**src/rtl/pns_pkg.sv**
```systemverilog
// ----------------------------------------------------------------------------
// pns_pkg: shared types and constants for the periodic two-nearest search
// Widths of the seed store, the coordinate format and the distance path.
// ----------------------------------------------------------------------------
package pns_pkg;

	// seed store geometry
	localparam int MAX_POINTS = 64;
	localparam int IDX_W      = $clog2(MAX_POINTS);
	localparam int CNT_W      = $clog2(MAX_POINTS + 1);

	// coordinate and register formats
	localparam int FRAC_BITS = 6;
	localparam int COORD_W   = 16;
	localparam int PERIOD_W  = 11;
	localparam int DIST_W    = 32;
	localparam int CFG_W     = 11;
	localparam int CFG_IDX_W = 2;

	// wrapped offset: signed, wide enough for 2*d against the period length
	localparam int OFS_W = COORD_W + 4;
	localparam int MAG_W = OFS_W - 1;
	localparam int SQ_W  = 2 * MAG_W;
	localparam int SUM_W = SQ_W + 1;

	// configuration register indexes
	localparam logic [CFG_IDX_W-1:0] REG_PERIOD_X    = 2'd0;
	localparam logic [CFG_IDX_W-1:0] REG_PERIOD_Y    = 2'd1;
	localparam logic [CFG_IDX_W-1:0] REG_POINT_COUNT = 2'd2;

	// input mode codes
	localparam logic MODE_LOAD  = 1'b0;
	localparam logic MODE_QUERY = 1'b1;

	// tag that follows one seed through the distance pipeline
	typedef struct packed {
		logic             vld;
		logic [IDX_W-1:0] idx;
	} tag_t;

endpackage

```
**src/rtl/pns_dist.sv**
```systemverilog
// ----------------------------------------------------------------------------
// pns_dist: wrapped squared distance pipeline
// Three stages: wrap offsets, square magnitudes, sum and saturate to 32 bits.
// ----------------------------------------------------------------------------
module pns_dist (
	input  logic                              clk,
	input  logic                              arst_n,
	input  pns_pkg::tag_t                     tag_s1,
	input  logic [pns_pkg::COORD_W-1:0]       query_x,
	input  logic [pns_pkg::COORD_W-1:0]       query_y,
	input  logic [pns_pkg::COORD_W-1:0]       seed_x_s1,
	input  logic [pns_pkg::COORD_W-1:0]       seed_y_s1,
	input  logic [pns_pkg::PERIOD_W-1:0]      period_x,
	input  logic [pns_pkg::PERIOD_W-1:0]      period_y,
	output pns_pkg::tag_t                     tag_s4,
	output logic [pns_pkg::DIST_W-1:0]        dist2_s4,
	output logic                              busy
);

	// wrap (a - b) once into half a period, return magnitude
	function automatic logic [pns_pkg::MAG_W-1:0] wrap_mag(
		input logic [pns_pkg::COORD_W-1:0]  a,
		input logic [pns_pkg::COORD_W-1:0]  b,
		input logic [pns_pkg::PERIOD_W-1:0] period
	);
		logic signed [pns_pkg::OFS_W-1:0] len;
		logic signed [pns_pkg::OFS_W-1:0] d;
		logic signed [pns_pkg::OFS_W-1:0] neg_len;
		len = $signed({{(pns_pkg::OFS_W - pns_pkg::PERIOD_W - pns_pkg::FRAC_BITS){1'b0}},
			period, {pns_pkg::FRAC_BITS{1'b0}}});
		neg_len = -len;
		d = $signed({{(pns_pkg::OFS_W - pns_pkg::COORD_W){1'b0}}, a})
			- $signed({{(pns_pkg::OFS_W - pns_pkg::COORD_W){1'b0}}, b});
		if ((d <<< 1) > len) begin
			d = d - len;
		end
		if ((d <<< 1) < neg_len) begin
			d = d + len;
		end
		if (d[pns_pkg::OFS_W-1]) begin
			d = -d;
		end
		return d[pns_pkg::MAG_W-1:0];
	endfunction

	pns_pkg::tag_t                   tag_s2, tag_s3, tag_s4_q;
	logic [pns_pkg::MAG_W-1:0]       mag_x_s2, mag_y_s2;
	logic [pns_pkg::SQ_W-1:0]        sq_x_s3, sq_y_s3;
	logic [pns_pkg::SUM_W-1:0]       sum_s3;
	logic [pns_pkg::DIST_W-1:0]      dist2_s4_q;

	// tag chain
	always_ff @(posedge clk or negedge arst_n) begin
		if (!arst_n) begin
			tag_s2   <= '0;
			tag_s3   <= '0;
			tag_s4_q <= '0;
		end else begin
			tag_s2   <= tag_s1;
			tag_s3   <= tag_s2;
			tag_s4_q <= tag_s3;
		end
	end

	// any seed still inside the stages
	assign busy = tag_s2.vld || tag_s3.vld || tag_s4_q.vld;

	// sum of squares; saturated to the result width in the last stage
	assign sum_s3 = {1'b0, sq_x_s3} + {1'b0, sq_y_s3};

	// datapath stages
	always_ff @(posedge clk) begin
		mag_x_s2 <= wrap_mag(query_x, seed_x_s1, period_x);
		mag_y_s2 <= wrap_mag(query_y, seed_y_s1, period_y);
		sq_x_s3  <= mag_x_s2 * mag_x_s2;
		sq_y_s3  <= mag_y_s2 * mag_y_s2;
		if (|sum_s3[pns_pkg::SUM_W-1:pns_pkg::DIST_W]) begin
			dist2_s4_q <= '1;
		end else begin
			dist2_s4_q <= sum_s3[pns_pkg::DIST_W-1:0];
		end
	end

	assign tag_s4   = tag_s4_q;
	assign dist2_s4 = dist2_s4_q;

endmodule

```
**src/rtl/periodic_two_nearest_search.sv**
```systemverilog
// ----------------------------------------------------------------------------
// periodic_two_nearest_search: nearest and second-nearest seed on a torus
// Seed store in a synchronous memory, scanned one seed per cycle per query.
// ----------------------------------------------------------------------------
// Usage:
//  - input channel (in_valid / in_stall): mode 0 loads coord_x, coord_y into
//    seed slot entry_index and gives no result; mode 1 runs a
//    query at (coord_x, coord_y) over the first point_count slots
//  - output channel (out_valid / out_stall): one item per query holding the
//    nearest slot, its squared distance and the second squared distance
//  - configuration: cfg_we writes cfg_data into the register at cfg_index
//    (period_x, period_y, point_count); write only while idle
//  - a query with n seeds (n = min(point_count, 64)) reads the seed memory
//    once per cycle; the scan, the memory read, 3 distance stages, one
//    compare and the output load lie between accept and result, and the
//    next item is taken once the result is loaded; with no seeds the query
//    goes straight from accept to the output load
//  - in_stall is high while a query is in flight or its result waits for
//    the output register; a stalled result holds in the output register
//  - reset restores the register defaults; seed slots hold no value until
//    loaded, and a query must only cover loaded slots
// ----------------------------------------------------------------------------
module periodic_two_nearest_search (
	input  logic                              clk,
	input  logic                              arst_n,
	// configuration
	input  logic                              cfg_we,
	input  logic [pns_pkg::CFG_IDX_W-1:0]     cfg_index,
	input  logic [pns_pkg::CFG_W-1:0]         cfg_data,
	// input channel
	input  logic                              in_valid,
	output logic                              in_stall,
	input  logic                              mode,
	input  logic [pns_pkg::IDX_W-1:0]         entry_index,
	input  logic [pns_pkg::COORD_W-1:0]       coord_x,
	input  logic [pns_pkg::COORD_W-1:0]       coord_y,
	// output channel
	output logic                              out_valid,
	input  logic                              out_stall,
	output logic [pns_pkg::IDX_W-1:0]         nearest_index,
	output logic [pns_pkg::DIST_W-1:0]        nearest_dist2,
	output logic [pns_pkg::DIST_W-1:0]        runner_up_dist2
);

	localparam logic [1:0] ST_IDLE  = 2'd0;
	localparam logic [1:0] ST_SCAN  = 2'd1;
	localparam logic [1:0] ST_DRAIN = 2'd2;
	localparam logic [1:0] ST_DONE  = 2'd3;

	logic [1:0]                          state_q;
	logic [pns_pkg::PERIOD_W-1:0]        period_x_q, period_y_q;
	logic [pns_pkg::CNT_W-1:0]           point_count_q;
	logic [pns_pkg::CNT_W-1:0]           n_q, cnt_q, n_eff;
	logic [pns_pkg::COORD_W-1:0]         qx_q, qy_q;

	logic [2*pns_pkg::COORD_W-1:0]       seed_mem [pns_pkg::MAX_POINTS];
	logic [2*pns_pkg::COORD_W-1:0]       rdata_s1;
	pns_pkg::tag_t                       tag_s1, tag_s4;
	logic [pns_pkg::DIST_W-1:0]          dist2_s4;
	logic                                dist_busy;

	logic                                have_best_q, have_second_q;
	logic [pns_pkg::IDX_W-1:0]           best_idx_q;
	logic [pns_pkg::DIST_W-1:0]          best_d2_q, second_d2_q;

	logic                                in_acc, out_load, rd_en, pipe_busy;
	logic [pns_pkg::IDX_W-1:0]           out_idx_q;
	logic [pns_pkg::DIST_W-1:0]          out_d2_q, out_sec_q;
	logic                                out_valid_q;

	assign in_acc    = in_valid && !in_stall;
	assign in_stall  = (state_q != ST_IDLE);
	assign rd_en     = (state_q == ST_SCAN);
	assign out_load  = (state_q == ST_DONE) && (!out_valid_q || !out_stall);
	assign pipe_busy = tag_s1.vld || dist_busy;
	assign n_eff     = (point_count_q > pns_pkg::CNT_W'(pns_pkg::MAX_POINTS))
		? pns_pkg::CNT_W'(pns_pkg::MAX_POINTS) : point_count_q;

	// configuration registers
	always_ff @(posedge clk or negedge arst_n) begin
		if (!arst_n) begin
			period_x_q    <= pns_pkg::PERIOD_W'(288);
			period_y_q    <= pns_pkg::PERIOD_W'(192);
			point_count_q <= pns_pkg::CNT_W'(36);
		end else if (cfg_we) begin
			case (cfg_index)
				pns_pkg::REG_PERIOD_X: begin
					period_x_q <= cfg_data[pns_pkg::PERIOD_W-1:0];
				end
				pns_pkg::REG_PERIOD_Y: begin
					period_y_q <= cfg_data[pns_pkg::PERIOD_W-1:0];
				end
				pns_pkg::REG_POINT_COUNT: begin
					point_count_q <= cfg_data[pns_pkg::CNT_W-1:0];
				end
				default: begin
				end
			endcase
		end
	end

	// seed memory: load writes, scan reads are registered
	always_ff @(posedge clk) begin
		if (in_acc && mode == pns_pkg::MODE_LOAD) begin
			seed_mem[entry_index] <= {coord_x, coord_y};
		end
		if (rd_en) begin
			rdata_s1 <= seed_mem[cnt_q[pns_pkg::IDX_W-1:0]];
		end
	end

	// read tag follows the memory read
	always_ff @(posedge clk or negedge arst_n) begin
		if (!arst_n) begin
			tag_s1 <= '0;
		end else begin
			tag_s1.vld <= rd_en;
			tag_s1.idx <= cnt_q[pns_pkg::IDX_W-1:0];
		end
	end

	pns_dist u_dist (
		.clk       (clk),
		.arst_n    (arst_n),
		.tag_s1    (tag_s1),
		.query_x   (qx_q),
		.query_y   (qy_q),
		.seed_x_s1 (rdata_s1[2*pns_pkg::COORD_W-1:pns_pkg::COORD_W]),
		.seed_y_s1 (rdata_s1[pns_pkg::COORD_W-1:0]),
		.period_x  (period_x_q),
		.period_y  (period_y_q),
		.tag_s4    (tag_s4),
		.dist2_s4  (dist2_s4),
		.busy      (dist_busy)
	);

	// query sequencer
	always_ff @(posedge clk or negedge arst_n) begin
		if (!arst_n) begin
			state_q <= ST_IDLE;
			cnt_q   <= '0;
			n_q     <= '0;
		end else begin
			case (state_q)
				ST_IDLE: begin
					if (in_acc && mode == pns_pkg::MODE_QUERY) begin
						cnt_q   <= '0;
						n_q     <= n_eff;
						state_q <= (n_eff == '0) ? ST_DONE : ST_SCAN;
					end
				end
				ST_SCAN: begin
					cnt_q <= cnt_q + 1'b1;
					if (cnt_q == n_q - 1'b1) begin
						state_q <= ST_DRAIN;
					end
				end
				ST_DRAIN: begin
					if (!pipe_busy) begin
						state_q <= ST_DONE;
					end
				end
				ST_DONE: begin
					if (out_load) begin
						state_q <= ST_IDLE;
					end
				end
				default: begin
					state_q <= ST_IDLE;
				end
			endcase
		end
	end

	// query position capture
	always_ff @(posedge clk) begin
		if (in_acc && mode == pns_pkg::MODE_QUERY) begin
			qx_q <= coord_x;
			qy_q <= coord_y;
		end
	end

	// best and second best tracking, earlier slot wins ties
	always_ff @(posedge clk or negedge arst_n) begin
		if (!arst_n) begin
			have_best_q   <= 1'b0;
			have_second_q <= 1'b0;
			best_idx_q    <= '0;
			best_d2_q     <= '1;
			second_d2_q   <= '1;
		end else if (in_acc && mode == pns_pkg::MODE_QUERY) begin
			have_best_q   <= 1'b0;
			have_second_q <= 1'b0;
			best_idx_q    <= '0;
			best_d2_q     <= '1;
			second_d2_q   <= '1;
		end else if (tag_s4.vld) begin
			if (!have_best_q || dist2_s4 < best_d2_q) begin
				if (have_best_q) begin
					second_d2_q   <= best_d2_q;
					have_second_q <= 1'b1;
				end
				best_d2_q   <= dist2_s4;
				best_idx_q  <= tag_s4.idx;
				have_best_q <= 1'b1;
			end else if (!have_second_q || dist2_s4 < second_d2_q) begin
				second_d2_q   <= dist2_s4;
				have_second_q <= 1'b1;
			end
		end
	end

	// output register
	always_ff @(posedge clk or negedge arst_n) begin
		if (!arst_n) begin
			out_valid_q <= 1'b0;
		end else if (out_load) begin
			out_valid_q <= 1'b1;
		end else if (!out_stall) begin
			out_valid_q <= 1'b0;
		end
	end

	always_ff @(posedge clk) begin
		if (out_load) begin
			out_idx_q <= best_idx_q;
			out_d2_q  <= best_d2_q;
			out_sec_q <= second_d2_q;
		end
	end

	assign out_valid       = out_valid_q;
	assign nearest_index   = out_idx_q;
	assign nearest_dist2   = out_d2_q;
	assign runner_up_dist2 = out_sec_q;

endmodule

```
**config.mk**
```make
export PLATFORM = sky130hd
export DESIGN_NAME = periodic_two_nearest_search
export DESIGN_NICKNAME = d
export VERILOG_FILES = /design/src/rtl/pns_pkg.sv /design/src/rtl/pns_dist.sv /design/src/rtl/periodic_two_nearest_search.sv
export SDC_FILE = /design/constraint.sdc
export NUM_CORES = 2
export LEC_CHECK = 0
export CELL_PAD_IN_SITES_DETAIL_PLACEMENT = 1
export CELL_PAD_IN_SITES_GLOBAL_PLACEMENT = 1
export CORE_UTILIZATION = 60
export CTS_CLUSTER_DIAMETER = 150
export DETAILED_ROUTE_END_ITERATION = 6
export DONT_BUFFER_PORTS = 1
export PLACE_DENSITY = 0.9
export SYNTH_ARGS = -nofsm -noshare
export SYNTH_HDL_FRONTEND = slang
export SYNTH_HIERARCHICAL = 1
export SYNTH_SLANG_ARGS = --single-unit
```
**constraint.sdc**
```tcl
create_clock -name clk -period 19.2 [get_ports clk]
set_clock_uncertainty 0.15 [all_clocks]
set_input_delay 3.84 -clock clk [delete_from_list [all_inputs] [get_ports clk]]
set_output_delay 3.84 -clock clk [all_outputs]
set_load 0.05 [all_outputs]
```
==> qor.csv <==
stage,metric,value,unit
sta,Worst Tran Pin Value,1.40,ns
setup_path,Most common cell on crit path,a21oi_1,
die,die height,449,µm
clocking,post-CTS sizing,0,
clocking,post-CTS setup buffers,0,
yosys,"EDFF count, synth",2182,
yosys,"Seq/Total Area, Yosys",0.601,
clocking,H-tree depth,4,
drt,Wirelength per Cell,39.0,µm
cells_and_area,P&R area growth vs syn,9.46,%
sta,setup_tns,0,ns
clocking,total CTS buffers,233,
global_route,pin count of the biggest net entering global routing,151,
setup_path,"Slowest-stage cell, CP",o31ai_1,
global_route,aggregate global routing overflow,0,
cells_and_area,Final nets,8374,
yosys,"Top FF cell, synth",edfxtp_1,
setup_path,worst stage delay on the critical path,0.86,ns
yosys,synth warn,6,
drt,Starting DRT DRC Count,9814,
die,full die area,202000,µm²
die,Starting Density,0.606,
cells_and_area,layout cell share with drive strength beyond 1,0.185,
setup_path,CP Launch Type,register,
sta,Max Fclk,0.101,GHz
setup_path,CP endpoint kind,register,
sta,Tmin final,9.94,ns
sta,max-slew violations,0,
flow_run,max-cap viol count,0,
clocking,clock root buffer,clkbuf_16,
global_route,antenna violations before repair,34,
die,Die Wd,449,µm
cells_and_area,"most common cell after layout, fill and taps aside",edfxtp_1,
clocking,worst skew pair latency,0.95,ns
sta,Slew headroom,0.0661,
yosys,Synth Area per Inst,16.5,µm²
yosys,Synth Instances,7258,
yosys,syn_nets,8289,
drt,via density per instance,7.12,
drt,Routed WL,399000,µm
setup_path,crit-path leading delay family,compound AO/OA/AOI/OAI gates,
placed_design,routability cong.,0.893,
yosys,#FFs+latches synth,2472,
global_route,GRT Overall Usage,0.398,
sta,# setup viols final,0,
drt,DRT Pass-1 Iters,7,
setup_path,"Req. time, crit path",19.82,ns
clocking,Worst-path clk slew,0.07,ns
setup_path,critical path arrival,10.56,ns
outcome,outcome,"complete, but fails checks",
cells_and_area,"commonest cells after routing, fill and taps aside","edfxtp_1 (2182), inv_1 (891), mux4_2 (672), fa_1 (502), ha_1 (471)",
clocking,clock tree buffer depth,3,
die,CORE AREA,198000,µm²
setup_path,"Buf+Inv Stages, Crit Path",2,
setup_path,WS Path Type,reg2reg,
yosys,Synth cell types,100,
drt,Remaining DRCs,1,
drt,post-route ant nets,0,
yosys,Async SR Flop Fraction,0.0591,
sta,RSZ-0062 raised after global routing,false,
die,# IOs,129,
cells_and_area,Fillers,16900,
setup_path,CP max FO,17,
clocking,Clock Sink Count,2472,
drt,via count,72800,
clocking,TritonCTS clock tree,built,
worst_hold_path,HP Class,reg2reg,
clocking,hold_buf cts,0,
sta,Fin. Hold Viols,0,
die,# rows,163,
global_route,vias in the first global route,77000,
sta,Final period util,0.518,
global_route,first-pass GRT wire length,568000,µm
placed_design,hpwl dp,221000,µm
outcome,failing checks,design-rule violations,
yosys,area of the mapped netlist,120000,µm²
placed_design,# port buffers,0,
==> layer usage <==
metal / vias to the layer above / wire length, µm / GRT usage
li1: 27100 / - / -
met1: 37400 / 125000 / 0.463
met3: 1849 / 40800 / 0.0851
met4: 28 / 35300 / 0.281
met5: - / 219 / 0
met2: 6444 / 197000 / 0.662
==> state kept, by name, summed over array words and instances (netlist names), 11 cells and up <==
signal,flops
best_d2_q,32
nearest_dist2,32
period_x_q,11
period_y_q,11
qx_q,16
qy_q,16
rdata_s1,32
runner_up_dist2,32
second_d2_q,32
seed_mem,2048
u_dist/dist2_s4,32
u_dist/mag_x_s2,19
u_dist/mag_y_s2,19
u_dist/sq_x_s3,37
u_dist/sq_y_s3,37
==> Yosys cell counts, drive strengths merged (6+ instances only) <==
| cell type | instances | share of area |
|---|---|---|
| a21oi | 166 | 0.0070 |
| or3 | 20 | 0.0010 |
| ha | 472 | 0.049 |
| nand3 | 33 | 0.0014 |
| inv | 893 | 0.028 |
| a31o | 8 | 0.00058 |
| nor3 | 50 | 0.0022 |
| dfstp | 70 | 0.015 |
| dfxtp | 144 | 0.024 |
| o21bai | 32 | 0.0020 |
| o21ai | 135 | 0.0057 |
| or2 | 15 | 0.00078 |
| a221o | 34 | 0.0028 |
| nor2 | 260 | 0.0082 |
| a21boi | 11 | 0.00069 |
| o31ai | 13 | 0.00093 |
| a2111oi | 8 | 0.00066 |
| fa | 502 | 0.084 |
| nand4 | 29 | 0.0015 |
| nand2 | 328 | 0.010 |
| a31oi | 51 | 0.0027 |
| nor2b | 34 | 0.0018 |
| xnor2 | 153 | 0.011 |
| buf | 95 | 0.0042 |
| nor4 | 8 | 0.00047 |
| mux2i | 37 | 0.0031 |
| a21o | 50 | 0.0031 |
| xor2 | 69 | 0.0050 |
| nand2b | 35 | 0.0018 |
| clkbuf | 171 | 0.0054 |
| a211oi | 7 | 0.00048 |
| and2 | 144 | 0.0075 |
| o21a | 32 | 0.0020 |
| mux2 | 83 | 0.0079 |
| o211ai | 37 | 0.0023 |
| edfxtp | 2182 | 0.55 |
| nand3b | 15 | 0.00094 |
| dfrtp | 76 | 0.016 |
| mux4 | 672 | 0.13 |
| o41ai | 6 | 0.00044 |
==> kinds of logic after synthesis <==
group / count (synthesis) / share of synthesized area
adders and majority gates: 977 / 0.133
AOI/OAI and AO/OA: 636 / 0.0354
buffers and inverters: 1163 / 0.0376
xor gates and xnor gates: 222 / 0.0162
muxes: 792 / 0.137
and+or+nand+nor: 996 / 0.0395
DFF: 2472 / 0.601
==> through the flow <==
stage	std cells	hold WS [ns]	area [µm²]	utilization	worst slack (ns)
finish	10200	0.192	131000	0.664	9.26
global route	10200	0.204	131000	0.663	9.60
CTS	10200	0.194	131000	0.663	10.03
detailed placement	9748	0.186	124000	0.625	10.75
global placement	9748	0.182	124000	0.625	11.19
floorplan	7258	0.181	120000	-	9.51
==> cell type report <==
type	instances	area, µm²	share of cell area
Multi-Input combinational cell	3623	43900	0.334
Inverter	897	3370	0.0256
Tap cell	2640	3300	0.0251
Clock inverter	153	1570	0.0120
Antenna cell	36	90.1	0.000686
Clock buffer	284	6070	0.0462
Sequential cell	2472	72200	0.549
Timing Repair Buffer	116	921	0.00701
==> worst paths after layout <==
check                                           start                      endpoint  slack (ns)  cells past startpoint
min in group asynchronous                      arst_n       have_best_q$_DFFE_PN0P_        2.53                      0
setup / recovery                    qx_q[0]$_DFFE_PP_   u_dist/mag_x_s2[14]$_DFF_P_        9.26                     30
hold / removal             u_dist/tag_s3[3]$_DFF_PN0_    u_dist/tag_s4[3]$_DFF_PN0_        0.19                      0
setup reg to reg                    qx_q[0]$_DFFE_PP_   u_dist/mag_x_s2[14]$_DFF_P_        9.26                     30
max in group asynchronous                      arst_n  point_count_q[5]$_DFFE_PN1P_       16.00                      0
hold reg to reg            u_dist/tag_s3[3]$_DFF_PN0_    u_dist/tag_s4[3]$_DFF_PN0_        0.19                      0
==> worst register-to-register path: cells and delay by family, from the launching register on <==
family | cells | cell delay [ns]
mux | 1 | 0.52
simple gates | 4 | 0.63
buf+inv | 2 | 0.26
compound gates | 18 | 6.15
xor+xnor | 1 | 0.30
fa+ha+maj | 4 | 1.37
flops | 1 | 0.40
Power is left out: the tool's default activity adds up to more than one toggle a clock period on the data nets, which glitch-free logic cannot reach.
